===== src/design/slip_frame_decoder_assert.svh =====
// Assertion macros shared by the SLIP frame decoder RTL.
// Depends on nothing; the including scope must provide clk and arst_n.
`ifndef SLIP_FRAME_DECODER_ASSERT_SVH
`define SLIP_FRAME_DECODER_ASSERT_SVH

// Check that cons holds in the same cycle as ante
`define SFD_ASSERT_NOW(label, ante, cons) \
	label: assert property (@(posedge clk) disable iff (!arst_n) (ante) |-> (cons)) \
		else $error("sfd assertion failed");

// Check that cons holds in the cycle after ante
`define SFD_ASSERT_NEXT(label, ante, cons) \
	label: assert property (@(posedge clk) disable iff (!arst_n) (ante) |=> (cons)) \
		else $error("sfd assertion failed");

`endif


===== src/design/sfd_pkg.sv =====
// Package for the SLIP frame decoder: widths, SLIP codes, status codes, result type.
// Depends on nothing.
package sfd_pkg;

	localparam int SFD_BYTE_W    = 8;
	localparam int SFD_LEN_W     = 11;
	localparam int SFD_MAX_FRAME = 1024;
	localparam int SFD_LEN_MAX   = (1 << SFD_LEN_W) - 1;
	localparam int SFD_LIMIT_CAP = (SFD_MAX_FRAME > SFD_LEN_MAX) ? SFD_LEN_MAX : SFD_MAX_FRAME;
	localparam int SFD_CFG_RESET = 1024;

	localparam logic [SFD_BYTE_W-1:0] SFD_END     = 8'hC0;
	localparam logic [SFD_BYTE_W-1:0] SFD_ESC     = 8'hDB;
	localparam logic [SFD_BYTE_W-1:0] SFD_ESC_END = 8'hDC;
	localparam logic [SFD_BYTE_W-1:0] SFD_ESC_ESC = 8'hDD;

	typedef enum logic [1:0] {
		SFD_ST_OK     = 2'd0,
		SFD_ST_TRUNC  = 2'd1,
		SFD_ST_BADESC = 2'd2
	} sfd_status_t;

	typedef struct packed {
		logic                  has_data;
		logic [SFD_BYTE_W-1:0] payload_byte;
		logic                  frame_end;
		sfd_status_t           frame_status;
		logic [SFD_LEN_W-1:0]  frame_length;
	} sfd_result_t;

	// Clamp a written limit to the frame cap; zero acts as one
	function automatic logic [SFD_LEN_W-1:0] sfd_clamp_limit(input logic [SFD_LEN_W-1:0] v);
		logic [SFD_LEN_W-1:0] lim;
		lim = v;
		if (v > SFD_LIMIT_CAP[SFD_LEN_W-1:0]) begin
			lim = SFD_LIMIT_CAP[SFD_LEN_W-1:0];
		end
		if (lim == '0) begin
			lim = {{(SFD_LEN_W-1){1'b0}}, 1'b1};
		end
		return lim;
	endfunction

endpackage


===== src/design/sfd_if.sv =====
// Valid/ready channel interfaces of the SLIP frame decoder: line bytes, results, config.
// Depends on sfd_pkg.
interface sfd_byte_if import sfd_pkg::*; ();
	logic                  valid;
	logic                  ready;
	logic [SFD_BYTE_W-1:0] line_byte;

	modport source (output valid, output line_byte, input ready);
	modport sink (input valid, input line_byte, output ready);
endinterface

interface sfd_res_if import sfd_pkg::*; ();
	logic                  valid;
	logic                  ready;
	logic                  has_data;
	logic [SFD_BYTE_W-1:0] payload_byte;
	logic                  frame_end;
	logic [1:0]            frame_status;
	logic [SFD_LEN_W-1:0]  frame_length;

	modport source (output valid, output has_data, output payload_byte, output frame_end,
		output frame_status, output frame_length, input ready);
	modport sink (input valid, input has_data, input payload_byte, input frame_end,
		input frame_status, input frame_length, output ready);
endinterface

interface sfd_cfg_if import sfd_pkg::*; ();
	logic                 valid;
	logic                 ready;
	logic [SFD_LEN_W-1:0] max_frame_len;

	modport source (output valid, output max_frame_len, input ready);
	modport sink (input valid, input max_frame_len, output ready);
endinterface


===== src/design/sfd_core.sv =====
// SLIP decode stage: input byte register, escape/count state, frame limit register.
// Depends on sfd_pkg.
module sfd_core import sfd_pkg::*; (
	input  logic                  clk,
	input  logic                  arst_n,
	input  logic                  rx_valid,
	input  logic [SFD_BYTE_W-1:0] rx_byte,
	output logic                  rx_ready,
	input  logic                  cfg_valid,
	input  logic [SFD_LEN_W-1:0]  cfg_data,
	input  logic                  res_space,
	output logic                  res_push,
	output sfd_result_t           res_data
);

	logic                  valid_s1;
	logic [SFD_BYTE_W-1:0] byte_s1;
	logic                  esc_q;
	logic [SFD_LEN_W-1:0]  count_q;
	logic [SFD_LEN_W-1:0]  limit_q;

	logic                  fire;
	logic                  emit;
	logic                  is_pay;
	logic [SFD_BYTE_W-1:0] pay_data;
	logic                  esc_d;
	logic [SFD_LEN_W-1:0]  count_d;
	logic [SFD_LEN_W-1:0]  inc;
	sfd_result_t           res;

	// Advance the held byte when the result buffer has room
	assign fire     = valid_s1 && res_space;
	assign rx_ready = !valid_s1 || fire;
	assign inc      = count_q + {{(SFD_LEN_W-1){1'b0}}, 1'b1};

	// Hold the input stage valid flag
	always_ff @(posedge clk or negedge arst_n) begin
		if (!arst_n) begin
			valid_s1 <= 1'b0;
		end else if (rx_ready) begin
			valid_s1 <= rx_valid;
		end
	end

	// Capture the accepted line byte
	always_ff @(posedge clk) begin
		if (rx_valid && rx_ready) begin
			byte_s1 <= rx_byte;
		end
	end

	// Update frame state and limit
	always_ff @(posedge clk or negedge arst_n) begin
		if (!arst_n) begin
			esc_q   <= 1'b0;
			count_q <= '0;
			limit_q <= sfd_clamp_limit(SFD_CFG_RESET[SFD_LEN_W-1:0]);
		end else begin
			if (fire) begin
				esc_q   <= esc_d;
				count_q <= count_d;
			end
			if (cfg_valid) begin
				limit_q <= sfd_clamp_limit(cfg_data);
			end
		end
	end

	// Decode one byte against the escape flag and payload count
	always_comb begin
		is_pay   = 1'b0;
		pay_data = byte_s1;
		emit     = 1'b0;
		res      = '0;
		esc_d    = esc_q;
		count_d  = count_q;
		if (esc_q) begin
			esc_d = 1'b0;
			if (byte_s1 == SFD_ESC_END) begin
				is_pay   = 1'b1;
				pay_data = SFD_END;
			end else if (byte_s1 == SFD_ESC_ESC) begin
				is_pay   = 1'b1;
				pay_data = SFD_ESC;
			end else begin
				emit             = 1'b1;
				res.frame_end    = 1'b1;
				res.frame_status = SFD_ST_BADESC;
				res.frame_length = count_q;
				count_d          = '0;
			end
		end else if (byte_s1 == SFD_END) begin
			// Drop END while no payload has arrived
			if (count_q != '0) begin
				emit             = 1'b1;
				res.frame_end    = 1'b1;
				res.frame_status = SFD_ST_OK;
				res.frame_length = count_q;
				count_d          = '0;
			end
		end else if (byte_s1 == SFD_ESC) begin
			esc_d = 1'b1;
		end else begin
			is_pay = 1'b1;
		end

		// Deliver a payload byte, cut the frame at the limit
		if (is_pay) begin
			emit             = 1'b1;
			res.has_data     = 1'b1;
			res.payload_byte = pay_data;
			if (inc >= limit_q) begin
				res.frame_end    = 1'b1;
				res.frame_status = SFD_ST_TRUNC;
				res.frame_length = inc;
				count_d          = '0;
				esc_d            = 1'b0;
			end else begin
				count_d = inc;
			end
		end
	end

	assign res_push = fire && emit;
	assign res_data = res;

endmodule


===== src/design/sfd_out_buf.sv =====
// Two-entry result buffer between the decode stage and the result channel.
// Depends on sfd_pkg.
module sfd_out_buf import sfd_pkg::*; (
	input  logic        clk,
	input  logic        arst_n,
	input  logic        push,
	input  sfd_result_t push_data,
	output logic        space,
	output logic        out_valid,
	input  logic        out_ready,
	output sfd_result_t out_data
);

	sfd_result_t entry_q [2];
	logic        wr_q;
	logic        rd_q;
	logic [1:0]  cnt_q;
	logic        pop;

	assign space     = (cnt_q != 2'd2);
	assign out_valid = (cnt_q != 2'd0);
	assign out_data  = entry_q[rd_q];
	assign pop       = out_valid && out_ready;

	// Advance pointers and fill count
	always_ff @(posedge clk or negedge arst_n) begin
		if (!arst_n) begin
			wr_q  <= 1'b0;
			rd_q  <= 1'b0;
			cnt_q <= 2'd0;
		end else begin
			if (push) begin
				wr_q <= !wr_q;
			end
			if (pop) begin
				rd_q <= !rd_q;
			end
			if (push && !pop) begin
				cnt_q <= cnt_q + 2'd1;
			end else if (pop && !push) begin
				cnt_q <= cnt_q - 2'd1;
			end
		end
	end

	// Store the pushed item
	always_ff @(posedge clk) begin
		if (push) begin
			entry_q[wr_q] <= push_data;
		end
	end

endmodule


===== src/design/slip_frame_decoder.sv =====
// Top level of the SLIP frame decoder: decode stage plus result buffer.
// Depends on sfd_pkg, sfd_if, sfd_core, sfd_out_buf and slip_frame_decoder_assert.svh.
//
// Decodes a SLIP byte stream at one line byte per clock while the output buffer
// has room. A byte accepted on rx is registered, decoded in the next cycle against
// the escape flag and payload count, and its result (if any) is pushed into a
// two-entry output buffer that offers it on res. Leading END bytes and an ESC that
// opens an escape give no result. rx keeps accepting while results wait, until the
// output buffer is full and the registered byte cannot move. The limit written on
// cfg is clamped to the frame cap (zero acts as one) and takes effect for the next
// byte; cfg is always ready and should be written while the block is idle.
`include "slip_frame_decoder_assert.svh"

module slip_frame_decoder import sfd_pkg::*; (
	input  logic      clk,
	input  logic      arst_n,
	sfd_byte_if.sink  rx,
	sfd_res_if.source res,
	sfd_cfg_if.sink   cfg
);

	logic        res_space;
	logic        res_push;
	sfd_result_t res_data;
	sfd_result_t out_data;

	// Decode stage
	sfd_core u_core (
		.clk       (clk),
		.arst_n    (arst_n),
		.rx_valid  (rx.valid),
		.rx_byte   (rx.line_byte),
		.rx_ready  (rx.ready),
		.cfg_valid (cfg.valid),
		.cfg_data  (cfg.max_frame_len),
		.res_space (res_space),
		.res_push  (res_push),
		.res_data  (res_data)
	);

	// Result buffer
	sfd_out_buf u_out_buf (
		.clk       (clk),
		.arst_n    (arst_n),
		.push      (res_push),
		.push_data (res_data),
		.space     (res_space),
		.out_valid (res.valid),
		.out_ready (res.ready),
		.out_data  (out_data)
	);

	assign cfg.ready        = 1'b1;
	assign res.has_data     = out_data.has_data;
	assign res.payload_byte = out_data.payload_byte;
	assign res.frame_end    = out_data.frame_end;
	assign res.frame_status = out_data.frame_status;
	assign res.frame_length = out_data.frame_length;

	// A result that does not close a frame carries no status or length
	`SFD_ASSERT_NOW(a_open_frame_clean, res.valid && !res.frame_end, res.frame_status == SFD_ST_OK && res.frame_length == '0)

	// A result without data must close a frame and carry a zero byte
	`SFD_ASSERT_NOW(a_nodata_closes, res.valid && !res.has_data, res.frame_end && res.payload_byte == '0)

	// Truncation always comes with the byte that reached the limit
	`SFD_ASSERT_NOW(a_trunc_has_data, res.valid && res.frame_end && res.frame_status == SFD_ST_TRUNC, res.has_data)

	// A result pushed into an empty buffer is offered in the next cycle
	`SFD_ASSERT_NEXT(a_push_shows, res_push && !res.valid, res.valid)

endmodule


===== src/flat_wrapper.sv =====
// flat-port wrapper written by rule: the top's interface ports become plain ports
module slip_frame_decoder_flat import sfd_pkg::*;
  (clk, arst_n, rx_valid, rx_line_byte, rx_ready, res_valid, res_has_data, res_payload_byte, res_frame_end, res_frame_status, res_frame_length, res_ready, cfg_valid, cfg_max_frame_len, cfg_ready);
  sfd_byte_if rx_i ();
  sfd_res_if res_i ();
  sfd_cfg_if cfg_i ();
  input  logic clk;
  input  logic arst_n;
  input wire logic [$bits(rx_i.valid)-1:0] rx_valid;
  input wire logic [$bits(rx_i.line_byte)-1:0] rx_line_byte;
  output wire logic [$bits(rx_i.ready)-1:0] rx_ready;
  output wire logic [$bits(res_i.valid)-1:0] res_valid;
  output wire logic [$bits(res_i.has_data)-1:0] res_has_data;
  output wire logic [$bits(res_i.payload_byte)-1:0] res_payload_byte;
  output wire logic [$bits(res_i.frame_end)-1:0] res_frame_end;
  output wire logic [$bits(res_i.frame_status)-1:0] res_frame_status;
  output wire logic [$bits(res_i.frame_length)-1:0] res_frame_length;
  input wire logic [$bits(res_i.ready)-1:0] res_ready;
  input wire logic [$bits(cfg_i.valid)-1:0] cfg_valid;
  input wire logic [$bits(cfg_i.max_frame_len)-1:0] cfg_max_frame_len;
  output wire logic [$bits(cfg_i.ready)-1:0] cfg_ready;
  assign rx_i.valid = rx_valid;
  assign rx_i.line_byte = rx_line_byte;
  assign rx_ready = rx_i.ready;
  assign res_valid = res_i.valid;
  assign res_has_data = res_i.has_data;
  assign res_payload_byte = res_i.payload_byte;
  assign res_frame_end = res_i.frame_end;
  assign res_frame_status = res_i.frame_status;
  assign res_frame_length = res_i.frame_length;
  assign res_i.ready = res_ready;
  assign cfg_i.valid = cfg_valid;
  assign cfg_i.max_frame_len = cfg_max_frame_len;
  assign cfg_ready = cfg_i.ready;
  slip_frame_decoder u_core (.clk(clk), .arst_n(arst_n), .rx(rx_i), .res(res_i), .cfg(cfg_i));
endmodule

===== config.mk =====
export PLATFORM = sky130hd
export DESIGN_NAME = slip_frame_decoder_flat
export DESIGN_NICKNAME = d
export VERILOG_FILES = /design/src/design/sfd_pkg.sv /design/src/design/sfd_if.sv /design/src/design/sfd_core.sv /design/src/design/sfd_out_buf.sv /design/src/design/slip_frame_decoder.sv /design/src/flat_wrapper.sv
export VERILOG_INCLUDE_DIRS = /design/src /design/src/design
export SDC_FILE = /design/constraint.sdc
export NUM_CORES = 1
export LEC_CHECK = 0
export ABC_AREA = 1
export BUFFER_PORTS_ARGS = -buffer_cell sky130_fd_sc_hd__buf_4
export CELL_PAD_IN_SITES_DETAIL_PLACEMENT = 1
export CELL_PAD_IN_SITES_GLOBAL_PLACEMENT = 1
export CORE_AREA = 2 2 105 107
export CTS_CLUSTER_DIAMETER = 200
export DETAILED_ROUTE_END_ITERATION = 7
export DIE_AREA = 0 0 107 109
export PLACE_DENSITY = 0.74
export SLEW_MARGIN = 20
export SYNTH_ARGS = -nofsm -noshare
export SYNTH_HDL_FRONTEND = slang
export SYNTH_SLANG_ARGS = --single-unit

===== constraint.sdc =====
create_clock -name clk -period 2.7 [get_ports clk]
set_input_delay 0.81 -clock clk [delete_from_list [all_inputs] [get_ports clk]]
set_output_delay 0.81 -clock clk [all_outputs]
set_load 0.005 [all_outputs]

==> run metrics <==
final hold viol count 0; placed cell area 4717 um2; Syn Std Cell Area 4083 um2; CP endpoint kind register; Crit path top cell by count inv_1; synth warn 0; die height 109 um; Clock Path Buffers 2; Syn Inst Count 446; syn nets 484; number of max-cap violations 0; Detailed Place HPWL 7243 um; achievable frequency 0.3809 GHz; Startpoint Class register; Worst EP required 2.82 ns; Crit Path Class register to register; Inserted Diodes 0; commonest non-fill, non-tap cell in the layout nand2_1; Setup crit start u_core.u_core.count_q[7]$_DFFE_PN0P_; RSZ-0062 raised after global routing yes; Port Buffers 48; Slowest Stage Delay on Critical Path 0.43 ns; via count 3177; Crit-path slowest cell dfrtp_1; Clock Sinks 82; Syn Area/Cell 9.154 um2; CTS buffer count 9; Tcrit/Tclk final 0.9724; status completed; CP arrival 2.74 ns; Die Width 107 um; GR Util All Layers 0.1802; P per Cell Area 897.8 nW/um2; worst rel slew slack 0.4796; ys async rst share 0.3415; Core Util, Final 0.4751; fin cells 662; Leak Pwr 2.379 nW; Cell variety after synth 34; total wire length 9726 um; drt first-iter violations 157; later-pin clock latency in the skew report 0.37 ns; vias in the first global route 3311; H-Tree Depth 3; TritonCTS clock tree built; global-route wire length before repair 15840 um; clk slew on worst S/H paths 0.09 ns; routed vias/inst 4.799; CP cell instances inv_1 -> nor3_1 -> nand4_1 -> nand2_1 -> inv_1 -> ha_1 -> nand2_2 -> inv_1 -> a21oi_2 -> nand2_1 -> inv_2 -> nand3_4 -> nand2_4 -> inv_4 -> or2_1; synthesis-stage register bit count 82; worst reg2reg endpoint u_core.u_out_buf.entry_q[1][13]$_DFFE_PP_; EDFF count, synth 54; VDD IR max 0.3270 mV; Tmin final 2.625 ns; Row Count 38; initial core utilization 0.3851; DRC 0; area delta synth->final 23.38%; Worst Clk Skew 0.008735 ns; Worst Hold Class input port to async pin; commonest non-fill, non-tap cells in the layout nand2_1 (156), buf_4 (74), edfxtp_1 (54), inv_1 (48); reg2reg start u_core.u_core.count_q[7]$_DFFE_PN0P_; Slew Limit Fails 0; Root Driver clkbuf_8; setup TNS 0 ns; io pins 50; final-stage net count 555; initial antenna violation count 0; total grt overflow 0; Tightest Pin Transition 0.7806 ns; Final Instance Area 5037 um2; Max FO, Critical Path 6; post-synthesis sequential area ratio 0.5691; R2R depth 15; Final Wtd Congestion 0.8779; Post-synth top flop edfxtp_1; Hold Slack 0.3528 ns; 1st-pass router iterations 4; WL per Instance 14.69 um; crit path to u_core.u_out_buf.entry_q[1][13]$_DFFE_PP_; R2R Setup Slk 0.07 ns; Final setup viols 0; largest net degree at the start of global routing 29; Core Region 10600 um2; Post-DRT Antenna Nets 0; placed cell count 643; DIE AREA 11660 um2; layout cells sized above 1 0.2490
state kept, by name, summed over array words and instances, names as in the netlist:
| signal | cells |
|---|---|
| u_core.u_core.count_q | 11 |
| u_core.u_out_buf.cnt_q | 2 |
| u_core.u_out_buf.rd_q | 1 |
| u_core.u_out_buf.wr_q | 1 |
| u_core.u_core.limit_q | 11 |
| u_core.u_core.esc_q | 1 |
| u_core.u_core.valid_s1 | 1 |
| u_core.u_core.byte_s1 | 8 |
| u_core.u_out_buf.entry_q | 46 |
critical path: cells and delay by family, from the launching register on:
kind / cells / cell delay [ns]
compound gates: 1 / 0.11
fa+ha+maj: 1 / 0.30
buf+inv: 5 / 0.34
flops: 1 / 0.43
simple gates: 8 / 1.21
where the power goes:
part           total, mW  internal, mW  switching, mW  leakage (nW)
sequential          1.87          1.73          0.137         0.866
combinational       1.79         0.730           1.06          1.42
clock              0.860         0.387          0.472        0.0919
cell usage after synthesis, types with 3 or more instances:
library cell,count,area (um2)
o21ai_0,19,95.09
inv_1,49,183.9
xnor2_1,3,26.28
clkbuf_1,6,22.52
nor3_1,5,25.02
nand2_1,160,600.6
xor2_1,5,43.79
buf_4,4,30.03
ha_1,14,175.2
nand3_2,4,40.04
nand3_1,30,150.1
nor2_1,31,116.4
a21oi_1,7,35.03
nand4_1,3,18.77
dfrtp_1,27,675.7
edfxtp_1,54,1622
cells by family after synthesis:
group,after synthesis,synth area share
XOR/XNOR,8,0.01716
flip-flops,82,0.5691
adder cells (fa/ha/maj),14,0.04291
buffers and inverters,66,0.06773
AND/OR/NAND/NOR,244,0.2608
other,1,0.0009185
AO/OA/AOI/OAI,31,0.04137
through the flow:
| stage | total power [mW] | setup WS, ns |
|---|---|---|
| detailed placement | 3.664 | -0.03779 |
| floorplan | 2.843 | 0.05725 |
| finish | 4.522 | 0.07452 |
| CTS | 4.541 | 0.01101 |
| global placement | 3.581 | 0.08494 |
| global route | 4.830 | -0.1231 |
timing repair:
action,CTS,global route
buffers inserted,1,2
pin swaps,0,12
endpoints found under the hold margin,0,0
gates resized for setup,1,28
endpoints found under the setup margin,15,37
hold buffers,0,0
area by class of cell:
type / instances / area, um2
clock buffer: 11 / 151.4
clock inverter: 5 / 37.54
fill: 1239 / 5565
inverter: 52 / 200.2
multi-input combinational: 298 / 1593
sequential: 82 / 2325
tap: 140 / 175.2
timing repair buffer: 74 / 555.5
layer usage:
metal  GRT usage  wire, um  vias up
met5           0         0        -
met1      0.2222      4393     1529
met4     0.09184       238        0
met3     0.02809       257       17
li1            -         -     1578
met2      0.3080      4837       53
how the worst min path moves through the flow:
| stage | startpoint | to | slack [ns] | depth (start not counted) |
|---|---|---|---|---|
| 2_1_floorplan | u_core.u_core.limit_q[0]$_DFFE_PN0P_ | u_core.u_core.limit_q[0]$_DFFE_PN0P_ | 0.45 | 2 |
| 3_3_place_gp | u_core.u_core.limit_q[0]$_DFFE_PN0P_ | u_core.u_core.limit_q[0]$_DFFE_PN0P_ | 0.48 | 2 |
| 3_5_place_dp | u_core.u_core.limit_q[0]$_DFFE_PN0P_ | u_core.u_core.limit_q[0]$_DFFE_PN0P_ | 0.47 | 2 |
| 4_1_cts | arst_n | u_core.u_core.limit_q[0]$_DFFE_PN0P_ | 0.35 | 1 |
| 5_1_grt | arst_n | u_core.u_core.limit_q[0]$_DFFE_PN0P_ | 0.37 | 1 |
| 6_report | arst_n | u_core.u_core.limit_q[0]$_DFFE_PN0P_ | 0.35 | 1 |
Note: power is estimated with default switching activity, not from simulation.
